[config.mk]
export PLATFORM = sky130hd
export DESIGN_NAME = patch_to_canvas_address
export DESIGN_NICKNAME = d
export VERILOG_FILES = /design/src/sv/p2c_pkg.sv /design/src/sv/patch_to_canvas_address.sv /design/src/sv/p2c_cfg_regs.sv
export VERILOG_INCLUDE_DIRS = /design/src /design/src/sv
export SDC_FILE = /design/constraint.sdc
export NUM_CORES = 2
export LEC_CHECK = 0
export BUFFER_PORTS_ARGS = -buffer_cell sky130_fd_sc_hd__buf_2
export CAP_MARGIN = 20
export CORE_AREA = 2 2 329 266
export DETAILED_ROUTE_END_ITERATION = 10
export DIE_AREA = 0 0 331 268
export PLACE_DENSITY = 0.66
export SLEW_MARGIN = 5
export SYNTH_ARGS = -nofsm -noshare
export SYNTH_HDL_FRONTEND = slang
export SYNTH_HIERARCHICAL = 1
export SYNTH_SLANG_ARGS = --single-unit
[constraint.sdc]
create_clock -name clk -period 6.68 [get_ports clk]
set_clock_uncertainty 0.1 [all_clocks]
set_input_delay 1.002 -clock clk [delete_from_list [all_inputs] [get_ports clk]]
set_output_delay 1.002 -clock clk [all_outputs]
set_load 0.03 [all_outputs]
[src/sv/patch_to_canvas_address_defines.svh]
// Assertion macros for the patch-to-canvas address mapper.
`ifndef PATCH_TO_CANVAS_ADDRESS_DEFINES_SVH
`define PATCH_TO_CANVAS_ADDRESS_DEFINES_SVH
`ifndef NO_ASSERTIONS
`define P2C_ASSERT_IMP(label, clk, rst_n, ante, cons) \
	label: assert property (@(posedge clk) disable iff (!rst_n) (ante) |-> (cons)) \
		else $error("p2c assertion failed");
`define P2C_ASSERT_NXT(label, clk, rst_n, ante, cons) \
	label: assert property (@(posedge clk) disable iff (!rst_n) (ante) |=> (cons)) \
		else $error("p2c assertion failed");
`else
`define P2C_ASSERT_IMP(label, clk, rst_n, ante, cons)
`define P2C_ASSERT_NXT(label, clk, rst_n, ante, cons)
`endif
`endif

[src/sv/p2c_pkg.sv]
// Shared types and constants of the patch-to-canvas address mapper.
`timescale 1ns / 1ps
package p2c_pkg;
	localparam int CANVAS_MAX_DEF  = 4096;
	localparam int OCC_RES_MAX_DEF = 64;
	localparam int CFG_IDX_W       = 3;
	localparam int CFG_W           = 13;
	localparam int CRD_W           = 12;
	localparam int RES_W           = 7;
	localparam int SUM_W           = 14;  // size plus origin
	localparam int PROD_W          = 21;  // resolution times a sum
	localparam int XW              = 23;  // signed working width of a coordinate
	localparam int IDX_OUT_W       = 24;

	typedef enum logic {
		OP_PIXEL = 1'b0,
		OP_BLOCK = 1'b1
	} op_e;

	typedef enum logic [3:0] {
		ORI_DEFAULT = 4'd0,
		ORI_ROT90   = 4'd1,
		ORI_ROT180  = 4'd2,
		ORI_ROT270  = 4'd3,
		ORI_MIRROR  = 4'd4,
		ORI_MROT90  = 4'd5,
		ORI_MROT180 = 4'd6,
		ORI_MROT270 = 4'd7,
		ORI_SWAP    = 4'd8
	} ori_e;

	typedef enum logic [CFG_IDX_W-1:0] {
		REG_FRAME_W  = 3'd0,
		REG_FRAME_H  = 3'd1,
		REG_GRID_W   = 3'd2,
		REG_GRID_H   = 3'd3
	} reg_idx_e;

	typedef struct packed {
		logic              opcode;
		logic [CRD_W-1:0]  local_u;
		logic [CRD_W-1:0]  local_v;
		logic [CRD_W-1:0]  origin_u_blocks;
		logic [CRD_W-1:0]  origin_v_blocks;
		logic [CFG_W-1:0]  width_blocks;
		logic [CFG_W-1:0]  height_blocks;
		logic [3:0]        orientation;
		logic [RES_W-1:0]  blk_res;
	} cmd_t;

	typedef struct packed {
		logic [CRD_W-1:0]     canvas_x;
		logic [CRD_W-1:0]     canvas_y;
		logic [IDX_OUT_W-1:0] linear_index;
		logic                 valid_res;
	} result_t;

	typedef struct packed {
		logic [CFG_W-1:0] frame_width;
		logic [CFG_W-1:0] frame_height;
		logic [CFG_W-1:0] block_grid_width;
		logic [CFG_W-1:0] block_grid_height;
	} cfg_t;
endpackage

[src/sv/patch_to_canvas_address.sv]
// Top level of the patch-to-canvas address mapper: four-stage mapping pipeline.
// Each transferred command passes the stage registers s1 to s4 and then shows its
// result with done high; every command gives exactly one result.
// Throughput: one command per cycle; busy stays low, so start may be held high.
// Results cannot be held off: done is high in each cycle that holds a result.
// Reset clears the stage valid bits and loads the canvas registers with
// 1024 x 1024 pixels and 64 x 64 blocks.
`timescale 1ns / 1ps
`include "patch_to_canvas_address_defines.svh"
module patch_to_canvas_address import p2c_pkg::*; #(
	parameter int CANVAS_MAX  = CANVAS_MAX_DEF,
	parameter int OCC_RES_MAX = OCC_RES_MAX_DEF
) (
	input  logic                 clk,
	input  logic                 arst_n,
	input  logic                 start,
	output logic                 busy,
	input  cmd_t                 cmd,
	output logic                 done,
	output result_t              result,
	input  logic                 cfg_valid,
	output logic                 cfg_ready,
	input  logic [CFG_IDX_W-1:0] cfg_index,
	input  logic [CFG_W-1:0]     cfg_data
);
	// Canvas dimensions are limited to CANVAS_MAX, so this width holds them.
	localparam int CW_W  = $clog2(CANVAS_MAX + 1);
	localparam int IDX_W = 2 * CW_W + 1;

	cfg_t cfg;

	p2c_cfg_regs u_cfg (
		.clk       (clk),
		.arst_n    (arst_n),
		.cfg_valid (cfg_valid),
		.cfg_ready (cfg_ready),
		.cfg_index (cfg_index),
		.cfg_data  (cfg_data),
		.cfg       (cfg)
	);

	// The pipeline never stalls, so a command is taken in every cycle.
	assign busy = 1'b0;

	// ---------------------------------------------------------------
	// Stage 1: pick the canvas of the mode, clamp the resolution and
	// form the size-plus-origin sums that the flipped axes need.
	// ---------------------------------------------------------------
	logic [CFG_W-1:0] dim_w_c, dim_h_c;
	logic [CW_W-1:0]  cw_c, ch_c;
	logic [RES_W-1:0] res_c;

	always_comb begin
		if (cmd.opcode == OP_BLOCK) begin
			dim_w_c = cfg.block_grid_width;
			dim_h_c = cfg.block_grid_height;
			res_c   = RES_W'(1);
		end else begin
			dim_w_c = cfg.frame_width;
			dim_h_c = cfg.frame_height;
			res_c   = (int'(cmd.blk_res) > OCC_RES_MAX) ?
				RES_W'(OCC_RES_MAX) : cmd.blk_res;
		end
		cw_c = (int'(dim_w_c) > CANVAS_MAX) ? CW_W'(CANVAS_MAX) : CW_W'(dim_w_c);
		ch_c = (int'(dim_h_c) > CANVAS_MAX) ? CW_W'(CANVAS_MAX) : CW_W'(dim_h_c);
	end

	logic             valid_s1;
	logic [CRD_W-1:0] u_s1, v_s1, u0_s1, v0_s1;
	logic [SUM_W-1:0] swu_s1, shu_s1, swv_s1, shv_s1;
	logic [3:0]       ori_s1;
	logic [RES_W-1:0] res_s1;
	logic [CW_W-1:0]  cw_s1, ch_s1;

	always_ff @(posedge clk or negedge arst_n) begin
		if (!arst_n) begin
			valid_s1 <= 1'b0;
		end else begin
			valid_s1 <= start && !busy;
		end
	end

	always_ff @(posedge clk) begin
		u_s1   <= cmd.local_u;
		v_s1   <= cmd.local_v;
		u0_s1  <= cmd.origin_u_blocks;
		v0_s1  <= cmd.origin_v_blocks;
		swu_s1 <= SUM_W'(cmd.width_blocks) + SUM_W'(cmd.origin_u_blocks);
		shu_s1 <= SUM_W'(cmd.height_blocks) + SUM_W'(cmd.origin_u_blocks);
		swv_s1 <= SUM_W'(cmd.width_blocks) + SUM_W'(cmd.origin_v_blocks);
		shv_s1 <= SUM_W'(cmd.height_blocks) + SUM_W'(cmd.origin_v_blocks);
		ori_s1 <= cmd.orientation;
		res_s1 <= res_c;
		cw_s1  <= cw_c;
		ch_s1  <= ch_c;
	end

	// ---------------------------------------------------------------
	// Stage 2: scale origins and flip extents by the resolution.
	// Six small products, each 14 x 7 bits at most.
	// ---------------------------------------------------------------
	logic              valid_s2;
	logic [CRD_W-1:0]  u_s2, v_s2;
	logic [PROD_W-1:0] bx_s2, by_s2, pfu_s2, pfvx_s2, pfuy_s2, pfvy_s2;
	logic [3:0]        ori_s2;
	logic [CW_W-1:0]   cw_s2, ch_s2;

	always_ff @(posedge clk or negedge arst_n) begin
		if (!arst_n) begin
			valid_s2 <= 1'b0;
		end else begin
			valid_s2 <= valid_s1;
		end
	end

	always_ff @(posedge clk) begin
		u_s2    <= u_s1;
		v_s2    <= v_s1;
		bx_s2   <= PROD_W'(u0_s1) * PROD_W'(res_s1);
		by_s2   <= PROD_W'(v0_s1) * PROD_W'(res_s1);
		pfu_s2  <= PROD_W'(swu_s1) * PROD_W'(res_s1);
		pfvx_s2 <= PROD_W'(shu_s1) * PROD_W'(res_s1);
		pfuy_s2 <= PROD_W'(swv_s1) * PROD_W'(res_s1);
		pfvy_s2 <= PROD_W'(shv_s1) * PROD_W'(res_s1);
		ori_s2  <= ori_s1;
		cw_s2   <= cw_s1;
		ch_s2   <= ch_s1;
	end

	// ---------------------------------------------------------------
	// Stage 3: form the candidate coordinates, select by orientation
	// and check against the canvas. Candidates are two's complement in
	// XW bits; a flipped axis can go negative.
	// ---------------------------------------------------------------
	logic [XW-1:0] ux_c, vx_c, uy_c, vy_c, fu_c, fvx_c, fuy_c, fvy_c;
	logic [XW-1:0] x_c, y_c;
	logic          known_c, ok_c;

	always_comb begin
		ux_c  = XW'(u_s2) + XW'(bx_s2);
		vx_c  = XW'(v_s2) + XW'(bx_s2);
		uy_c  = XW'(u_s2) + XW'(by_s2);
		vy_c  = XW'(v_s2) + XW'(by_s2);
		fu_c  = XW'(pfu_s2) - XW'(u_s2) - XW'(1);
		fvx_c = XW'(pfvx_s2) - XW'(v_s2) - XW'(1);
		fuy_c = XW'(pfuy_s2) - XW'(u_s2) - XW'(1);
		fvy_c = XW'(pfvy_s2) - XW'(v_s2) - XW'(1);
		known_c = 1'b1;
		x_c = '0;
		y_c = '0;
		case (ori_s2)
			ORI_DEFAULT: begin
				x_c = ux_c;
				y_c = vy_c;
			end
			ORI_ROT90: begin
				x_c = fvx_c;
				y_c = uy_c;
			end
			ORI_ROT180: begin
				x_c = fu_c;
				y_c = fvy_c;
			end
			ORI_ROT270: begin
				x_c = vx_c;
				y_c = fuy_c;
			end
			ORI_MIRROR: begin
				x_c = fu_c;
				y_c = vy_c;
			end
			ORI_MROT90: begin
				x_c = fvx_c;
				y_c = fuy_c;
			end
			ORI_MROT180: begin
				x_c = ux_c;
				y_c = fvy_c;
			end
			ORI_MROT270, ORI_SWAP: begin
				// transpose: both map u to rows and v to columns
				x_c = vx_c;
				y_c = uy_c;
			end
			default: begin
				known_c = 1'b0;
			end
		endcase
		ok_c = known_c
			&& !x_c[XW-1] && (x_c[XW-2:0] < (XW-1)'(cw_s2))
			&& !y_c[XW-1] && (y_c[XW-2:0] < (XW-1)'(ch_s2));
	end

	logic            valid_s3, ok_s3;
	logic [CW_W-1:0] x_s3, y_s3, cw_s3, ch_s3;

	always_ff @(posedge clk or negedge arst_n) begin
		if (!arst_n) begin
			valid_s3 <= 1'b0;
		end else begin
			valid_s3 <= valid_s2;
		end
	end

	// Zero the coordinates of an invalid result here so that the index
	// product below comes out zero as well.
	always_ff @(posedge clk) begin
		ok_s3 <= ok_c;
		x_s3  <= ok_c ? CW_W'(x_c) : '0;
		y_s3  <= ok_c ? CW_W'(y_c) : '0;
		cw_s3 <= cw_s2;
		ch_s3 <= ch_s2;
	end

	// ---------------------------------------------------------------
	// Stage 4: row-major index and the result register.
	// ---------------------------------------------------------------
	logic [IDX_W-1:0] idx_c;
	logic             valid_s4;
	result_t          result_s4;

	assign idx_c = IDX_W'(y_s3) * IDX_W'(cw_s3) + IDX_W'(x_s3);

	always_ff @(posedge clk or negedge arst_n) begin
		if (!arst_n) begin
			valid_s4 <= 1'b0;
		end else begin
			valid_s4 <= valid_s3;
		end
	end

	always_ff @(posedge clk) begin
		result_s4.canvas_x     <= CRD_W'(x_s3);
		result_s4.canvas_y     <= CRD_W'(y_s3);
		result_s4.linear_index <= IDX_OUT_W'(idx_c);
		result_s4.valid_res    <= ok_s3;
	end

	assign done   = valid_s4;
	assign result = result_s4;

	`P2C_ASSERT_IMP(a_latency, clk, arst_n, start && !busy, ##4 done)
	`P2C_ASSERT_IMP(a_ok_in_canvas, clk, arst_n, valid_s3 && ok_s3, (x_s3 < cw_s3) && (y_s3 < ch_s3))
	`P2C_ASSERT_NXT(a_unknown_ori, clk, arst_n, valid_s2 && (ori_s2 > ORI_SWAP), !ok_s3)
	`P2C_ASSERT_IMP(a_invalid_zero, clk, arst_n, done && !result.valid_res, (result.canvas_x == '0) && (result.canvas_y == '0) && (result.linear_index == '0))
endmodule

[src/sv/p2c_cfg_regs.sv]
// Configuration register file of the patch-to-canvas address mapper.
`timescale 1ns / 1ps
module p2c_cfg_regs import p2c_pkg::*; (
	input  logic                 clk,
	input  logic                 arst_n,
	input  logic                 cfg_valid,
	output logic                 cfg_ready,
	input  logic [CFG_IDX_W-1:0] cfg_index,
	input  logic [CFG_W-1:0]     cfg_data,
	output cfg_t                 cfg
);
	cfg_t cfg_q;

	assign cfg_ready = 1'b1;
	assign cfg = cfg_q;

	always_ff @(posedge clk or negedge arst_n) begin
		if (!arst_n) begin
			cfg_q.frame_width       <= CFG_W'(1024);
			cfg_q.frame_height      <= CFG_W'(1024);
			cfg_q.block_grid_width  <= CFG_W'(64);
			cfg_q.block_grid_height <= CFG_W'(64);
		end else if (cfg_valid) begin
			unique case (cfg_index)
				REG_FRAME_W: cfg_q.frame_width       <= cfg_data;
				REG_FRAME_H: cfg_q.frame_height      <= cfg_data;
				REG_GRID_W:  cfg_q.block_grid_width  <= cfg_data;
				REG_GRID_H:  cfg_q.block_grid_height <= cfg_data;
				default: ;  // drop writes to unmapped indexes
			endcase
		end
	end
endmodule

* Yosys cells after proc, flatten, opt, wreduce, memory -nomap -nowiden
Index checks and enable logic that the tools add are counted.
Operators by class: add/subtract/negate cells 17, $mul 7, magnitude comparators 5, equality and inequality tests 11, muxes and demuxes 6, reduce and logical (&&, ||, !) cells 22
Operators by type and width (count):
- 23-bit case mux with 4 select lines | 2
- 22-bit by 2-bit subtractor with 23-bit output, second input constant | 4
- 21-bit by 12-bit subtractor with 22-bit output | 4
- 14-bit by 7-bit multiplier with 21-bit output | 4
- 12-bit by 19-bit adder with 20-bit output | 4
- 13-bit by 12-bit adder with 14-bit output | 4
- 22-bit by 13-bit < comparator with 1-bit output | 2
- 12-bit by 7-bit multiplier with 19-bit output | 2
- 13-bit > comparator, second input constant | 2
- 13-bit 2-to-1 mux | 2
- 24-bit by 13-bit adder with 24-bit output | 1
- 13-bit by 13-bit multiplier with 24-bit output | 1
- 4-bit by 3-bit == test with 1-bit output, second input constant | 4
- 2-bit OR reduction | 7
- 9-bit OR reduction | 1
- 4-bit by 2-bit == test with 1-bit output, second input constant | 2
- 2-bit AND reduction | 4
- 7-bit > comparator, second input constant | 1
- 7-bit 2-to-1 mux | 1
- 3-bit by 2-bit == test with 1-bit output, second input constant | 2
- 3-bit OR reduction | 2
- 4-bit by 1-bit == test with 1-bit output, second input constant | 1
- 4-bit == test, second input constant | 1
- 1-bit logical AND | 4
- other kinds (5) | 6
Storage, ports and cells: bits in registers 462, input bits 106, output and inout bits 52, logic and storage cells 108

* Longest topological paths before layout
depth in word-level cells 8, depth in mapped cells 27, mapped depth without buffers 25

* Hierarchy
The synthesis kept the hierarchy.
Modules (own cells, without submodules):
- patch_to_canvas_address | times used 1, cells an instance 4464, area an instance 40303.7 µm², seq. area each 8227.9 µm²
- p2c_cfg_regs | times used 1, cells an instance 114, area an instance 2009.4 µm², seq. area each 1306.3 µm²

* Least setup slack after synthesis
OpenSTA, ideal clock, no wires.
path kind flip-flop to flip-flop, start reg y_s3[8], end reg result_s4, in the netlist result[23], library setup time 0.118 ns, data arrival time 5.595 ns, required time 6.462 ns, path slack 0.867 ns, stages on the path, launching flop included 21, buffers on the path 1, clock period less this slack 5.813 ns, cells stage by stage dfxtp_1 > clkbuf_1 > nand2_1 > fa_1 > inv_1 > fa_1 > inv_1 > fa_1 > inv_1 > fa_1 > fa_1 > fa_1 > ha_1 > nand3_1 > a211oi_1 > nor2_1 > a2111oi_0 > nor4b_1 > o31ai_1 > a21oi_1 > xnor2_1
On the way: longest elaborated chain between the ends 2
Ends and longest elaborated chain:
- start: declaration | line patch_to_canvas_address.sv:195 | logic [CW_W-1:0] x_s3, y_s3, cw_s3, ch_s3;
- start signal: assignment | line patch_to_canvas_address.sv:210 | y_s3 <= ok_c ? CW_W'(y_c) : '0;
- 13-bit by 13-bit multiplier with 24-bit output | line patch_to_canvas_address.sv:222 | assign idx_c = IDX_W'(y_s3) * IDX_W'(cw_s3) + IDX_W'(x_s3);
- 24-bit by 13-bit adder with 24-bit output | line patch_to_canvas_address.sv:222
- net idx_c[22] | line patch_to_canvas_address.sv:218 | logic [IDX_W-1:0] idx_c;
- end: declaration | line patch_to_canvas_address.sv:220 | result_t result_s4;
The timed path passes the listed nets, and every way through them passes these cells. A chain may end at the register's enable or synchronous reset.

* Worst setup path in the final report
start reg y_s3[7], end reg result_s4, in the netlist result[23]
The elaborated chain is that of the path after synthesis.

==> results.json <==
{
  "reg2reg_depth": 19,
  "synthTopCellsByArea": "fa_1, dfxtp_1, ha_1",
  "cts_tree": "done",
  "finalSetupViolations": 0,
  "leakage_nw": 22.2,
  "insertion_delay_ns": 0.65,
  "grt_pass1_wl_um": 175000,
  "required_ns": 7.10,
  "cts_max_level": 2,
  "fp.dieH_um": 268,
  "grt_remaining_overflow": 0,
  "syn-num-nets": 5614,
  "synth_cell_types": 101,
  "status": "completed",
  "holdWs_ns": 0.202,
  "drive_gt1_frac": 0.0879,
  "ys_seq_area_frac": 0.225,
  "vias": 31650,
  "area_growth_pct": 8.69,
  "pwr_density_cell_mw_per_mm2": 290,
  "hold_path.class": "register to register",
  "worst-endpoint-arrival_ns": 6.83,
  "reg2reg_from": "y_s3[7]",
  "critPathKind": "register to register",
  "grt_max_degree": 57,
  "cts-root-buf": "clkbuf_16",
  "maxSlewHeadroom": 0.239,
  "remaining_drc_errors": 0,
  "drt-vias-per-instance": 5.41,
  "die_area_mm2": 0.0887,
  "synthFlopType": "dfxtp_1",
  "rows": 96,
  "antenna_left": 0,
  "nFillCells": 7790,
  "dr.pass1.iters": 6,
  "tightest_slew_ns": 1.14,
  "avgSynthCellArea_um2": 9.24,
  "cap_violations": 0,
  "netlist.area_leader.share": 0.224,
  "cts_buffers": 51,
  "nNetsFinal": 5713,
  "rsz0062_at_grt": "no",
  "ios": 158,
  "place_hpwl_um": 89500,
  "antenna_found_initial": 1,
  "grt_usage": 0.252,
  "endpoint_kind": "register",
  "wirelength_um": 110000,
  "synth_edf_count": 0,
  "yosysWarnings": 6,
  "cp-startpoint": "y_s3[7]",
  "fin_setup_tns_ns": 0,
  "ir_drop_v": 0.000202,
  "hold_viol_final": 0,
  "cp-start-kind": "register",
  "final.period_utilization": 0.960,
  "die_w_um": 331,
  "max_freq_ghz": 0.156,
  "clk_pin_slew_ns": 0.07,
  "cts_setup_buffers": 0,
  "port_buffers": 155,
  "drtIter0Drc": 2401,
  "cts_num_sinks": 462,
  "synth-seq-cells": 462,
  "crit_fanout": 14,
  "period_needed_ns": 6.41,
  "synth_area_mm2": 0.0423,
  "gp_congestion": 0.949,
  "first_global_vias": 30501,
  "core_mm2": 0.0853,
  "initial_core_util": 0.496,
  "rrSetupSlack_ns": 0.27,
  "rr_endpoint": "result[23]",
  "cts_buffer_depth": 3,
  "yosysTopAreaCell": "fa_1",
  "synthCells": 4578,
  "slew_violations": 0,
  "ys_async_sr_fraction": 0.121,
  "crit_end": "result[23]",
  "wire_per_inst_um": 18.9
}
-- synth_stat cells (12+ instances only) --
cell and instances:
a211o_1 13, a211oi_1 29, a21boi_0 15, a21o_1 71, a21oi_1 171, a22oi_1 14
a31oi_1 18, and2_1 256, clkbuf_1 114, dfrtp_1 52, dfxtp_1 406, fa_1 473
ha_1 457, inv_1 624, mux2_2 59, mux2i_1 43, nand2_1 629, nand2b_1 18
nand3_1 47, nand3b_1 12, nand4_1 16, nor2_1 180, nor2b_1 39, nor3_1 68
nor4_1 29, nor4_2 19, o211ai_1 21, o21a_1 39, o21ai_0 125, o21bai_1 24
o31ai_1 15, or3_1 24, xnor2_1 155, xor2_1 87
-- layout by cell type (no fill, tap or decap), types with 14 or more instances in the layout --
| master | n |
|---|---|
| nand2b_1 | 18 |
| a211oi_1 | 29 |
| nor2b_1 | 39 |
| nand3_1 | 47 |
| nor2_1 | 180 |
| fa_1 | 473 |
| and2_1 | 256 |
| xnor2_1 | 155 |
| or3_1 | 24 |
| mux2_2 | 59 |
| a31oi_1 | 18 |
| nor4_2 | 19 |
| o21bai_1 | 24 |
| nand4_1 | 16 |
| dfxtp_1 | 399 |
| inv_1 | 624 |
| ha_1 | 457 |
| buf_4 | 33 |
| clkbuf_16 | 51 |
| mux2i_1 | 43 |
| a21boi_0 | 15 |
| a21oi_1 | 171 |
| xor2_1 | 87 |
| o211ai_1 | 21 |
| dfrtp_1 | 52 |
| buf_2 | 155 |
| o21ai_0 | 125 |
| o21a_1 | 39 |
| nand2_1 | 629 |
| a22oi_1 | 14 |
| nor4_1 | 29 |
| a21o_1 | 71 |
| nor3_1 | 68 |
| o31ai_1 | 15 |
-- where the power goes --
part,leakage (nW),internal (mW),switching (mW)
clock,0.869,1.72,1.30
combinational,17.3,2.52,3.70
sequential,4.05,3.37,0.713
total,22.2,7.61,5.72
-- flip-flops by register name, indices dropped and copies added, names as in the netlist, 19 cells and up --
register	cells
bx_s2	19
pfu_s2	21
pfvx_s2	21
u_cfg/cfg	52
pfuy_s2	21
pfvy_s2	21
by_s2	19
result	49
-- stage by stage --
| stage | cell area (um^2) | utilization | power, mW | setup WS [ns] | cells |
|---|---|---|---|---|---|
| detailed placement | 44200 | 0.518 | 10.2 | 0.306 | 5751 |
| floorplan | 42300 | - | 8.48 | 0.867 | 4578 |
| global placement | 44200 | 0.518 | 10.2 | 0.347 | 5751 |
| CTS | 46000 | 0.539 | 13.3 | 0.275 | 5847 |
| global route | 46000 | 0.539 | 14.3 | 0.0290 | 5847 |
| finish | 46000 | 0.539 | 13.3 | 0.269 | 5849 |
-- cells by family (layout without fill, tap and decap cells) --
kind of cell / count (synthesis) / count (layout) / share of synthesized area
AO/OA/AOI/OAI: 663 / 663 / 0.105
XOR/XNOR: 242 / 242 / 0.0501
adder cells (fa/ha/maj): 931 / 931 / 0.359
buffers and inverters: 770 / 912 / 0.0712
flip-flops: 462 / 462 / 0.225
multiplexers: 102 / 102 / 0.0259
other: 2 / 4 / 0.000177
AND/OR/NAND/NOR: 1406 / 1406 / 0.163
-- metal layers --
metal  vias up  track usage  wire length, um
li1      15202            -                -
met1     15455        0.401            56500
met2       886        0.355            44700
met3       107       0.0395             7340
met4         0       0.0503             1960
met5         -            0                0
-- worst max-delay path, stage by stage (launching register included) --
cell	delay [ns]
dfxtp_1	0.63
nand2_1	0.14
fa_1	0.52
inv_1	0.05
fa_1	0.47
inv_1	0.05
fa_1	0.52
inv_1	0.06
fa_1	0.55
fa_1	0.42
fa_1	0.45
ha_1	0.38
nand3_1	0.10
a211oi_1	0.31
nor2_1	0.13
a2111oi_1	0.61
nor4b_1	0.23
o31ai_1	0.30
a21oi_1	0.12
xnor2_1	0.13
-- layout make-up --
type / instances / area [um^2] / share of cell area
Antenna cell: 2 / 5.00 / 0.000109
Sequential cell: 462 / 9540 / 0.208
Multi-Input combinational cell: 3346 / 29800 / 0.648
Timing Repair Buffer: 192 / 1100 / 0.0240
Tap cell: 1127 / 1410 / 0.0307
Inverter: 624 / 2340 / 0.0509
Clock inverter: 36 / 443 / 0.00963
Clock buffer: 60 / 1360 / 0.0296
-- how the worst min path moves through the flow --
stage,from,to,slack (ns),depth (start not counted)
2_1_floorplan,ch_s1[0],ch_s2[0],0.21,0
3_3_place_gp,v_s1[8],v_s2[8],0.21,0
3_5_place_dp,u_s1[3],u_s2[3],0.21,0
4_1_cts,ch_s1[4],ch_s2[4],0.20,0
5_1_grt,ch_s1[4],ch_s2[4],0.21,0
6_report,ch_s1[4],ch_s2[4],0.20,0
-- repair_timing --
action                                  4_1_cts  5_1_grt
hold buffers                                  0        0
endpoints found under the setup margin        0        2
gates resized for setup                       0        1
(Power assumes the default switching activity.)
